<file path="src/design/http_status_line_parser_core_macros.svh">
// Assertion macros for the HTTP status line parser core.
`ifndef HTTP_STATUS_LINE_PARSER_CORE_MACROS_SVH
`define HTTP_STATUS_LINE_PARSER_CORE_MACROS_SVH

// same-cycle implication, disabled in reset
`define HSL_ASSERT_NOW(label, clk, rst_n, ante, cons) \
  label: assert property (@(posedge clk) disable iff (!rst_n) (ante) |-> (cons)) \
    else $error("hsl assertion failed");

// next-cycle implication, disabled in reset
`define HSL_ASSERT_NEXT(label, clk, rst_n, ante, cons) \
  label: assert property (@(posedge clk) disable iff (!rst_n) (ante) |=> (cons)) \
    else $error("hsl assertion failed");

`endif

</file>
<file path="src/design/hsl_pkg.sv">
// Types and constants for the HTTP status line parser core.
package hsl_pkg;

  localparam int unsigned VALUE_W = 14;
  localparam logic [VALUE_W-1:0] VALUE_MAX = 14'd999;

  localparam logic [31:0] TOTAL_LIMIT_RESET = 32'd81920;
  localparam logic [31:0] LINE_LIMIT_RESET  = 32'd8192;

  localparam logic [7:0] CH_H     = 8'h48;
  localparam logic [7:0] CH_T     = 8'h54;
  localparam logic [7:0] CH_P     = 8'h50;
  localparam logic [7:0] CH_SLASH = 8'h2F;
  localparam logic [7:0] CH_DOT   = 8'h2E;
  localparam logic [7:0] CH_SP    = 8'h20;
  localparam logic [7:0] CH_CR    = 8'h0D;
  localparam logic [7:0] CH_LF    = 8'h0A;
  localparam logic [7:0] CH_ZERO  = 8'h30;
  localparam logic [7:0] CH_NINE  = 8'h39;

  typedef enum logic [1:0] {
    CFG_MAX_TOTAL = 2'd0,
    CFG_MAX_LINE  = 2'd1,
    CFG_STRICT    = 2'd2,
    CFG_UNUSED    = 2'd3
  } cfg_idx_e;

  typedef enum logic [1:0] {
    VERDICT_MORE  = 2'd0,
    VERDICT_DONE  = 2'd1,
    VERDICT_ERROR = 2'd2
  } verdict_e;

  typedef enum logic [2:0] {
    ERR_NONE     = 3'd0,
    ERR_OVERFLOW = 3'd1,
    ERR_CONSTANT = 3'd2,
    ERR_STRICT   = 3'd3,
    ERR_VERSION  = 3'd4,
    ERR_STATUS   = 3'd5,
    ERR_STATE    = 3'd6
  } err_e;

  typedef enum logic [14:0] {
    PH_START        = 15'h0001,
    PH_H            = 15'h0002,
    PH_HT           = 15'h0004,
    PH_HTT          = 15'h0008,
    PH_HTTP         = 15'h0010,
    PH_FIRST_MAJOR  = 15'h0020,
    PH_MAJOR        = 15'h0040,
    PH_FIRST_MINOR  = 15'h0080,
    PH_MINOR        = 15'h0100,
    PH_FIRST_CODE   = 15'h0200,
    PH_CODE         = 15'h0400,
    PH_REASON_START = 15'h0800,
    PH_REASON       = 15'h1000,
    PH_ALMOST_DONE  = 15'h2000,
    PH_DONE         = 15'h4000
  } phase_e;

endpackage

</file>
<file path="src/design/http_status_line_parser_core.sv">
// A byte's result is registered and valid in the cycle after it is accepted.
// Throughput: one byte per cycle unless a held result stalls in_ready_o; the
// decode and times-ten accumulate are combinational, parser state to result.
// Reset (async, active low) returns the parser to the start of a line,
// clears values, counts and the sticky error, and restores limit defaults.
module http_status_line_parser_core
  import hsl_pkg::*;
#(
  parameter int unsigned LIMIT_WIDTH = 20
) (
  input  logic                   clk_i,
  input  logic                   rst_ni,
  input  logic                   cfg_valid_i,
  output logic                   cfg_ready_o,
  input  logic [1:0]             cfg_index_i,
  input  logic [LIMIT_WIDTH-1:0] cfg_data_i,
  input  logic                   in_valid_i,
  output logic                   in_ready_o,
  input  logic [7:0]             data_byte_i,
  output logic                   out_valid_o,
  input  logic                   out_ready_i,
  output logic [1:0]             verdict_o,
  output logic [2:0]             error_code_o,
  output logic [VALUE_W-1:0]     version_major_o,
  output logic [VALUE_W-1:0]     version_minor_o,
  output logic [VALUE_W-1:0]     status_value_o,
  output logic                   reason_begin_o,
  output logic                   reason_end_o
);

`include "http_status_line_parser_core_macros.svh"

  localparam int unsigned CNT_W = LIMIT_WIDTH + 1;

  logic [LIMIT_WIDTH-1:0] max_total_q, max_line_q;
  logic                   strict_q;

  phase_e               phase_q, phase_d;
  err_e                 err_q, err_d, step_err;
  logic [VALUE_W-1:0]   major_q, major_d, minor_q, minor_d, code_q, code_d;
  logic [CNT_W-1:0]     total_q, total_d, line_q, line_d, total_inc, line_inc;

  logic                 out_valid_q;
  verdict_e             verdict_q, verdict_d;
  err_e                 ecode_q;
  logic [VALUE_W-1:0]   omajor_q, ominor_q, ocode_q;
  logic                 rb_q, rb_d, re_q, re_d;

  logic                 in_fire;
  logic                 is_digit;
  logic [VALUE_W-1:0]   digit;
  logic [VALUE_W-1:0]   major_acc, minor_acc, code_acc;

  assign cfg_ready_o = 1'b1;
  assign in_ready_o  = !out_valid_q || out_ready_i;
  assign in_fire     = in_valid_i && in_ready_o;

  always_ff @(posedge clk_i or negedge rst_ni) begin
    if (!rst_ni) begin
      max_total_q <= TOTAL_LIMIT_RESET[LIMIT_WIDTH-1:0];
      max_line_q  <= LINE_LIMIT_RESET[LIMIT_WIDTH-1:0];
      strict_q    <= 1'b0;
    end else if (cfg_valid_i) begin
      unique case (cfg_idx_e'(cfg_index_i))
        CFG_MAX_TOTAL: max_total_q <= cfg_data_i;
        CFG_MAX_LINE:  max_line_q  <= cfg_data_i;
        CFG_STRICT:    strict_q    <= cfg_data_i[0];
        default:       ;
      endcase
    end
  end

  assign is_digit  = (data_byte_i >= CH_ZERO) && (data_byte_i <= CH_NINE);
  assign digit     = VALUE_W'(data_byte_i[3:0]);
  assign major_acc = (major_q << 3) + (major_q << 1) + digit;
  assign minor_acc = (minor_q << 3) + (minor_q << 1) + digit;
  assign code_acc  = (code_q << 3) + (code_q << 1) + digit;
  assign total_inc = total_q + CNT_W'(1);
  assign line_inc  = line_q + CNT_W'(1);

  always_comb begin
    phase_d   = phase_q;
    err_d     = err_q;
    major_d   = major_q;
    minor_d   = minor_q;
    code_d    = code_q;
    total_d   = total_q;
    line_d    = line_q;
    step_err  = ERR_NONE;
    verdict_d = VERDICT_MORE;
    rb_d      = 1'b0;
    re_d      = 1'b0;
    if (err_q != ERR_NONE) begin
      verdict_d = VERDICT_ERROR;
    end else begin
      total_d = total_inc;
      if (total_inc > {1'b0, max_total_q}) begin
        step_err = ERR_OVERFLOW;
      end else begin
        line_d = line_inc;
        if (line_inc > {1'b0, max_line_q}) step_err = ERR_OVERFLOW;
      end
      if (step_err == ERR_NONE) begin
        unique case (phase_q)
          PH_START: begin
            if (data_byte_i == CH_H) phase_d = PH_H;
            else if (data_byte_i != CH_CR && data_byte_i != CH_LF) step_err = ERR_CONSTANT;
          end
          PH_H: begin
            if (strict_q && data_byte_i != CH_T) step_err = ERR_STRICT;
            else phase_d = PH_HT;
          end
          PH_HT: begin
            if (strict_q && data_byte_i != CH_T) step_err = ERR_STRICT;
            else phase_d = PH_HTT;
          end
          PH_HTT: begin
            if (strict_q && data_byte_i != CH_P) step_err = ERR_STRICT;
            else phase_d = PH_HTTP;
          end
          PH_HTTP: begin
            if (strict_q && data_byte_i != CH_SLASH) step_err = ERR_STRICT;
            else phase_d = PH_FIRST_MAJOR;
          end
          PH_FIRST_MAJOR: begin
            if (!is_digit) begin
              step_err = ERR_VERSION;
            end else begin
              major_d = digit;
              phase_d = PH_MAJOR;
            end
          end
          PH_MAJOR: begin
            if (data_byte_i == CH_DOT) begin
              phase_d = PH_FIRST_MINOR;
            end else if (!is_digit) begin
              step_err = ERR_VERSION;
            end else begin
              major_d = major_acc;
              if (major_acc > VALUE_MAX) step_err = ERR_VERSION;
            end
          end
          PH_FIRST_MINOR: begin
            if (!is_digit) begin
              step_err = ERR_VERSION;
            end else begin
              minor_d = digit;
              phase_d = PH_MINOR;
            end
          end
          PH_MINOR: begin
            if (data_byte_i == CH_SP) begin
              phase_d = PH_FIRST_CODE;
            end else if (!is_digit) begin
              step_err = ERR_VERSION;
            end else begin
              minor_d = minor_acc;
              if (minor_acc > VALUE_MAX) step_err = ERR_VERSION;
            end
          end
          PH_FIRST_CODE: begin
            if (is_digit) begin
              code_d  = digit;
              phase_d = PH_CODE;
            end else if (data_byte_i != CH_SP) begin
              step_err = ERR_STATUS;
            end
          end
          PH_CODE: begin
            if (is_digit) begin
              code_d = code_acc;
              if (code_acc > VALUE_MAX) step_err = ERR_STATUS;
            end else if (data_byte_i == CH_SP) begin
              phase_d = PH_REASON_START;
            end else if (data_byte_i == CH_CR) begin
              phase_d = PH_ALMOST_DONE;
            end else if (data_byte_i == CH_LF) begin
              phase_d   = PH_DONE;
              verdict_d = VERDICT_DONE;
            end else begin
              step_err = ERR_STATUS;
            end
          end
          PH_REASON_START: begin
            if (data_byte_i == CH_CR) begin
              phase_d = PH_ALMOST_DONE;
            end else if (data_byte_i == CH_LF) begin
              phase_d   = PH_DONE;
              verdict_d = VERDICT_DONE;
            end else begin
              phase_d = PH_REASON;
              rb_d    = 1'b1;
            end
          end
          PH_REASON: begin
            if (data_byte_i == CH_CR) begin
              phase_d = PH_ALMOST_DONE;
              re_d    = 1'b1;
            end else if (data_byte_i == CH_LF) begin
              phase_d   = PH_DONE;
              re_d      = 1'b1;
              verdict_d = VERDICT_DONE;
            end
          end
          PH_ALMOST_DONE: begin
            if (strict_q && data_byte_i != CH_LF) begin
              step_err = ERR_STRICT;
            end else begin
              phase_d   = PH_DONE;
              verdict_d = VERDICT_DONE;
            end
          end
          default: step_err = ERR_STATE;
        endcase
      end
      if (step_err != ERR_NONE) begin
        err_d     = step_err;
        verdict_d = VERDICT_ERROR;
        rb_d      = 1'b0;
        re_d      = 1'b0;
      end
    end
  end

  always_ff @(posedge clk_i or negedge rst_ni) begin
    if (!rst_ni) begin
      phase_q <= PH_START;
      err_q   <= ERR_NONE;
      major_q <= '0;
      minor_q <= '0;
      code_q  <= '0;
      total_q <= '0;
      line_q  <= '0;
    end else if (in_fire) begin
      phase_q <= phase_d;
      err_q   <= err_d;
      major_q <= major_d;
      minor_q <= minor_d;
      code_q  <= code_d;
      total_q <= total_d;
      line_q  <= line_d;
    end
  end

  always_ff @(posedge clk_i or negedge rst_ni) begin
    if (!rst_ni) begin
      out_valid_q <= 1'b0;
    end else if (in_ready_o) begin
      out_valid_q <= in_valid_i;
    end
  end

  always_ff @(posedge clk_i) begin
    if (in_fire) begin
      verdict_q <= verdict_d;
      ecode_q   <= err_d;
      omajor_q  <= major_d;
      ominor_q  <= minor_d;
      ocode_q   <= code_d;
      rb_q      <= rb_d;
      re_q      <= re_d;
    end
  end

  assign out_valid_o     = out_valid_q;
  assign verdict_o       = verdict_q;
  assign error_code_o    = ecode_q;
  assign version_major_o = omajor_q;
  assign version_minor_o = ominor_q;
  assign status_value_o  = ocode_q;
  assign reason_begin_o  = rb_q;
  assign reason_end_o    = re_q;

  `HSL_ASSERT_NEXT(a_err_sticky, clk_i, rst_ni, err_q != ERR_NONE, err_q == $past(err_q))
  `HSL_ASSERT_NOW(a_err_verdict_code, clk_i, rst_ni,
    out_valid_q && verdict_q == VERDICT_ERROR, ecode_q != ERR_NONE)
  `HSL_ASSERT_NOW(a_flags_no_error, clk_i, rst_ni,
    out_valid_q && (rb_q || re_q), verdict_q != VERDICT_ERROR && !(rb_q && re_q))

endmodule

</file>
<file path="config.mk">
export PLATFORM = sky130hd
export DESIGN_NAME = http_status_line_parser_core
export DESIGN_NICKNAME = d
export VERILOG_FILES = /design/src/design/hsl_pkg.sv /design/src/design/http_status_line_parser_core.sv
export VERILOG_INCLUDE_DIRS = /design/src /design/src/design
export SDC_FILE = /design/constraint.sdc
export NUM_CORES = 1
export LEC_CHECK = 0
export ABC_CLOCK_PERIOD_IN_PS = 10400
export BUFFER_PORTS_ARGS = -buffer_cell sky130_fd_sc_hd__buf_4
export CORE_UTILIZATION = 45
export CTS_BUF_LIST = sky130_fd_sc_hd__clkbuf_16
export DETAILED_ROUTE_END_ITERATION = 12
export SETUP_SLACK_MARGIN = 0.02
export SYNTH_ARGS = -nofsm -noshare
export SYNTH_HDL_FRONTEND = slang
export SYNTH_SLANG_ARGS = --single-unit
</file>
<file path="constraint.sdc">
create_clock -name clk_i -period 10.4 [get_ports clk_i]
set_clock_uncertainty 0.1 [all_clocks]
set_input_delay 1.04 -clock clk_i [delete_from_list [all_inputs] [get_ports clk_i]]
set_output_delay 1.04 -clock clk_i [all_outputs]
set_load 0.01 [all_outputs]
</file>
==> summary.md, run 1 <==
| Metric | Value |
|---|---|
| IO buf count | 85 |
| Die width | 168 um |
| Post-CTS Setup Repair Bufs | 0 |
| Final setup fails | 0 |
| Row count | 60 |
| Net count, final | 1434 |
| H-Tree Depth | 4 |
| Worst vdd ir | 0.0000727 V |
| Setup ws final | 4.47 ns |
| Status | finished, final reports clean |
| PnR Total Power | 1.64 mW |
| Die ar. | 28100 sq um |
| Sw Share | 26.8% |
| Largest net degree at the start of global routing | 80 |
| Required @ worst endpoint | 10.51 ns |
| Worst path slowest cell | nor2_1 |
| GPL Wtd Cong | 0.913 |
| Vias per inst | 5.75 |
| Initial antenna violation count | 0 |
| Detailed Route Iter0 Violations | 617 |
| Vias in the first global route | 9176 |
| Detailed placement HPWL | 22100 um |
| Worst Setup SP | total_q[0] |
| Total routed wirelength | 29600 um |
| Crit Path Max Fanout | 12 |
| CP Launch Type | flop |
| Tmin final | 5.93 ns |
| Int Pwr | 1.20 mW |
| Switch Pwr | 0.439 mW |
| WP data arrival | 6.04 ns |
| Worst Setup End Kind | flop |
| Inst Count DP | 1607 |
| Critical path class | flop to flop |
| First-pass GRT wire length | 48700 um |
| Top_reg_cell synth | dfrtp_1 |
| Worst-margin pin slew | 1.08 ns |
| Worst slack at placement | 4.60 ns |
| Core Util, Final | 51.5% |
| Static leakage | 6.57 nW |
| Avg Cell Area, Syn | 10.1 sq um |
| Layout cell share with drive strength beyond 1 | 13.0% |
| GRT Util Overall | 21.8% |
| DRT antenna net count | 0 |
| Syn Inst Count | 1216 |
| Ys async rst share | 74.6% |
| Antenna cells | 0 |
| Max-slew violation count | 0 |
| Post-DR wirelength/cell | 18.0 um |
| Critical Path Max Stage Delay | 0.86 ns |
| HP Class | flop to flop |
| Critical path cell sequence | ha_1 -> nand3_1 -> nor4_1 -> nand3_1 -> nor2_1 -> and3_1 -> nand3_1 -> xnor2_1 -> ha_1 -> a21oi_1 -> nor2b_1 -> a2111oi_0 -> o221ai_1 -> nor3b_1 -> nor2_1 -> o2111ai_1 -> nor4_1 |
| CTS Root Cell | clkbuf_16 |
| Resize count post-CTS | 0 |
| Vias | 9417 |
| Most frequent cells in the layout | dfrtp_1, nand2_1, ha_1, buf_4, nor2_1 |
| Warnings, synthesis | 0 |
| Max Freq | 169 MHz |
| Register area share after synthesis | 41.2% |
| Commonest non-fill, non-tap cell in the layout | dfrtp_1 |
| Area grow syn2layout | 12.4% |
| Aggregate global routing overflow | 0 |
| Setup TNS | 0 ns |
| Worst reg2reg setup slack | 4.47 ns |
| Post-Syn Area | 12300 sq um |
| Synth Net Count | 1365 |
| Post-route DRC violation count | 0 |
| DRT Pass-1 Iters | 5 |
| Slew HR | 27.6% |
| Initial Utilization | 45.8% |
| Unrepaired setup endpoints after global routing | false |
| R2R Path Start | total_q[0] |
| Post-CTS Hold Buffers | 0 |
| Later-pin clock latency in the skew report | 0.45 ns |
| Final hold vios | 0 |
| Post-synth EDFFs | 49 |
| Yosys reg bits | 193 |
| Clk slew on worst S/H paths | 0.08 ns |
| Pwr Density | 118 nW/um^2 |
| Max_cap viols | 0 |
| Hold path startpoint | line_q[20] |
| CTS Sinks | 193 |
| Clk network pwr share | 40.5% |
| Yosys cell types | 79 |
| Flop pwr share | 50.6% |
| Io pins | 87 |
| Vert. Die Dim | 168 um |
| CTS Buffer Depth | 2 |
| CP dominant cell by count | nand3_1 |
| Combinational share of power | 8.9% |
| Non-Filler Instances | 1639 |
| Period utilization | 57.0% |
| Placeable Area | 27000 sq um |
| CTS tree | yes |
| Num CTS Buffers | 17 |
-- cell type report --
class | instances | area, sq um
repair buffers | 91 | 687
fillers | 2485 | 13100
multi-input cells | 910 | 6820
inverters | 72 | 270
clock buffers | 17 | 425
clock inverters | 15 | 159
well taps | 341 | 427
flip-flops and latches | 193 | 5080
-- cell families (layout without fill, tap and decap cells) --
logic type / count (synthesis) / after routing / synth area share (%)
adder cells (fa/ha/maj): 114 / 114 / 11.9
AO/OA/AOI/OAI: 272 / 272 / 16.4
XOR/XNOR: 107 / 107 / 7.60
other: 1 / 1 / 0.0304
AND/OR/NAND/NOR: 378 / 378 / 15.9
flip-flops: 193 / 193 / 41.2
multiplexers: 38 / 38 / 3.40
buffers and inverters: 113 / 195 / 3.55
-- routing by layer --
layer	vias up	part of all wire [%]	GRT usage (%)
met5	-	0	0
met4	0	1.6	5.74
met3	29	3.7	3.10
met2	210	46	35.5
met1	4555	48	30.5
li1	4623	-	-
-- worst max-delay path, delay by kind of cell, from the launching register on --
kind / cells / cell delay [ns]
xor gates and xnor gates: 1 / 0.15
AOI/OAI and AO/OA: 4 / 1.19
DFF: 1 / 0.42
adders and majority gates: 2 / 0.54
and+or+nand+nor: 10 / 3.30
-- flip-flops by register name, summed over array words and instances (netlist names) --
name / flops
line_q: 21
total_q: 21
max_line_q: 20
max_total_q: 20
phase_q: 15
code_q: 14
major_q: 14
minor_q: 14
status_value_o: 14
version_major_o: 14
version_minor_o: 14
err_q: 3
error_code_o: 3
verdict_o: 2
out_valid_o: 1
reason_begin_o: 1
reason_end_o: 1
strict_q: 1
-- power by group through the flow --
stage                     Sequential (mW)  Clock [mW]  Combinational, mW
after detailed placement            0.844           0              0.148
final                               0.828       0.663              0.146
after floorplan                     0.844           0             0.0805
after CTS                           0.829       0.679              0.149
after global routing                0.832       0.706              0.166
after global placement              0.843           0              0.145
-- path summary, 6_finish.rpt --
kind,endpoint,cells after the start
worst max-delay path,reason_end_o,17
worst min-delay path,line_q[20],1
worst max register to register,reason_end_o,17
worst min register to register,line_q[20],1
max in group asynchronous,phase_q[11],2
min in group asynchronous,minor_q[8],1
-- synthesized netlist by cell type (7+ instances only) --
cell / instances / area share, %
nor2b_1: 8 / 0.41
nand2_1: 110 / 3.3
mux2i_1: 7 / 0.57
a211oi_1: 11 / 0.67
nand3_1: 30 / 1.2
o21a_1: 7 / 0.43
nor3_1: 22 / 0.89
clkbuf_1: 31 / 0.94
mux2_2: 29 / 2.6
nor3b_1: 11 / 0.67
nor4_1: 15 / 0.76
and3_1: 18 / 0.91
a31oi_1: 9 / 0.46
or3_1: 10 / 0.51
o21ai_0: 46 / 1.9
a21oi_1: 31 / 1.3
buf_2: 8 / 0.32
inv_1: 71 / 2.2
ha_1: 108 / 11
nand2b_1: 9 / 0.46
a22o_1: 38 / 2.7
xor2_1: 53 / 3.8
and4_1: 10 / 0.71
edfxtp_1: 49 / 12
o2bb2ai_1: 35 / 2.5
a32o_1: 11 / 0.89
a21o_1: 20 / 1.2
dfrtp_1: 140 / 28
nand4_1: 20 / 1.0
nor2_1: 76 / 2.3
xnor2_1: 54 / 3.8
a22oi_1: 7 / 0.43
-- stage by stage --
stage | hold WS, ns | cell area [sq um]
after floorplan | 0.351 | 12300
after global placement | 0.369 | 13300
after detailed placement | 0.374 | 13300
after CTS | 0.395 | 13900
after global routing | 0.410 | 13900
final | 0.392 | 13900
(Power assumes the default switching activity.)
==> run 2, diff against run 1 <==
- ABC_CLOCK_PERIOD_IN_PS: 10400 -> 6200
- clock period: 10.4 -> 6.2 ns (I/O delays scaled with it)
==> run 2 against run 1 <==
Cell area is essentially flat; critical endpoint is now phase_q[11]; setup slack worse by 3.8 ns; sequential share of layout area barely moved; critical path type unchanged; highest routed layer unchanged; clock power is 61% higher; power up 65%; first-iteration DRC count increased by 11%; sequential cell count is the same; via count rose by 1.4%.
==> summary.md, run 2 (synthesis gave the netlist of run 1 again) <==
| Metric | Value |
|---|---|
| Status | finished, final reports clean (unchanged) |
| Die width | 168 um (unchanged) |
| GPL Wtd Cong | 0.865 (was 0.913) |
| Largest net degree at the start of global routing | 57 (was 80) |
| Setup TNS | 0 ns (unchanged) |
| Slew HR | 26.7% (was 27.6%) |
| Post-CTS Hold Buffers | 0 (unchanged) |
| Io pins | 87 (unchanged) |
| Placeable Area | 27000 sq um (unchanged) |
| Post-CTS Setup Repair Bufs | 0 (unchanged) |
| Commonest non-fill, non-tap cell in the layout | dfrtp_1 (unchanged) |
| H-Tree Depth | 4 (unchanged) |
| HP Class | primary input to asynchronous set/reset pin (was flop to flop) |
| Row count | 60 (unchanged) |
| CTS Root Cell | clkbuf_16 (unchanged) |
| Vias | 9553 (was 9417) |
| Worst Setup End Kind | flop (unchanged) |
| Critical path class | flop to flop (unchanged) |
| Worst-margin pin slew | 1.10 ns (was 1.08 ns) |
| DRT Pass-1 Iters | 5 (unchanged) |
| Max-slew violation count | 0 (unchanged) |
| Resize count post-CTS | 0 (unchanged) |
| Period utilization | 89.3% (was 57.0%) |
| First-pass GRT wire length | 49300 um (was 48700 um) |
| Crit Path Max Fanout | 14 (was 12) |
| Max_cap viols | 0 (unchanged) |
| Layout cell share with drive strength beyond 1 | 13.4% (was 13.0%) |
| WP data arrival | 5.76 ns (was 6.04 ns) |
| Most frequent cells in the layout | dfrtp_1, nand2_1, ha_1, buf_4, nor2_1 (unchanged) |
| IO buf count | 85 (unchanged) |
| Vias in the first global route | 9316 (was 9176) |
| GRT Util Overall | 22.1% (was 21.8%) |
| Detailed placement HPWL | 22400 um (was 22100 um) |
| Worst slack at placement | 0.724 ns (was 4.60 ns) |
| Initial Utilization | 45.8% (unchanged) |
| Final setup fails | 0 (unchanged) |
| Total routed wirelength | 30000 um (was 29600 um) |
| Vert. Die Dim | 168 um (unchanged) |
| CTS Buffer Depth | 2 (unchanged) |
| Later-pin clock latency in the skew report | 0.44 ns (was 0.45 ns) |
| Worst vdd ir | 0.000169 V (was 0.0000727 V) |
| Post-DR wirelength/cell | 18.2 um (was 18.0 um) |
| Initial antenna violation count | 0 (unchanged) |
| CTS Sinks | 193 (unchanged) |
| Static leakage | 6.58 nW (was 6.57 nW) |
| CTS tree | yes (unchanged) |
| Max Freq | 181 MHz (was 169 MHz) |
| Unrepaired setup endpoints after global routing | false (unchanged) |
| Required @ worst endpoint | 6.42 ns (was 10.51 ns) |
| PnR Total Power | 2.70 mW (was 1.64 mW) |
| Die ar. | 28100 sq um (unchanged) |
| Net count, final | 1440 (was 1434) |
| CP Launch Type | flop (unchanged) |
| Post-route DRC violation count | 0 (unchanged) |
| Setup ws final | 0.662 ns (was 4.47 ns) |
| DRT antenna net count | 0 (unchanged) |
| Detailed Route Iter0 Violations | 682 (was 617) |
| Aggregate global routing overflow | 0 (unchanged) |
| Pwr Density | 195 nW/um^2 (was 118 nW/um^2) |
| Tmin final | 5.54 ns (was 5.93 ns) |
| Final hold vios | 0 (unchanged) |
| Area grow syn2layout | 12.5% (was 12.4%) |
| Vias per inst | 5.81 (was 5.75) |
| Antenna cells | 0 (unchanged) |
| Num CTS Buffers | 17 (unchanged) |
| Clk slew on worst S/H paths | 0.09 ns (was 0.08 ns) |
| Largest regs | line_q x21, total_q x21 (unchanged) |
-- run 2: critical path, stage by stage (launching register included) --
cell       delay [ns]
dfrtp_1          0.41
ha_1             0.23
nand3_1          0.23
nor4_1           0.60
nand3_1          0.23
nor2_1           0.24
and3_1           0.24
nand3_1          0.13
xnor2_1          0.16
ha_1             0.31
a21oi_1          0.15
nor2b_1          0.06
a2111oi_0        0.42
o221ai_1         0.18
nor3b_1          0.28
nor3_1           0.22
buf_4            0.21
and4_1           0.61
mux2_2           0.40
-- run 2: power by group --
group	switching [mW]	internal, mW	leakage (nW)
registers	0.0241	1.37	2.38
clock network	0.540	0.528	0.271
logic	0.146	0.102	3.93
-- run 2: worst paths after layout --
kind / from / to / slack (ns) / cells past startpoint
min: rst_ni / minor_q[8] / 0.04 / 1
max reg2reg: total_q[0] / phase_q[11] / 0.66 / 18
min in group clk_i: cfg_data_i[8] / max_total_q[8] / 0.31 / 3
min reg2reg: total_q[20] / total_q[20] / 0.39 / 1
max in group asynchronous: rst_ni / phase_q[3] / 4.88 / 2
max: total_q[0] / phase_q[11] / 0.66 / 18
-- run 2: routing by layer --
layer / vias to the layer above / routed length (um) / part of all wire [%] / GRT usage [%]
met3: 21 / 1010 / 3.4 / 3.19
li1: 4656 / - / - / -
met5: - / 0 / 0 / 0
met4: 0 / 327 / 1.1 / 5.54
met2: 184 / 14200 / 47 / 36.1
met1: 4692 / 14500 / 48 / 30.6
-- run 2: area by class of cell --
cell class,count,area [sq um]
clock buffer,17,425
clock inverter,15,123
fill,2491,13100
inverter,72,270
multi-input combinational,910,6820
sequential,193,5080
tap,341,427
timing repair buffer,97,732
-- run 2: metrics by stage --
stage | hold slack, ns | cells | area, sq um | util (%)
after global routing | 0.0716 | 1645 | 13900 | 51.5
after floorplan | 0.224 | 1216 | 12300 | -
final | 0.0358 | 1645 | 13900 | 51.5
after detailed placement | 0.378 | 1613 | 13300 | 49.5
after CTS | 0.0505 | 1645 | 13900 | 51.5
after global placement | 0.372 | 1613 | 13300 | 49.5
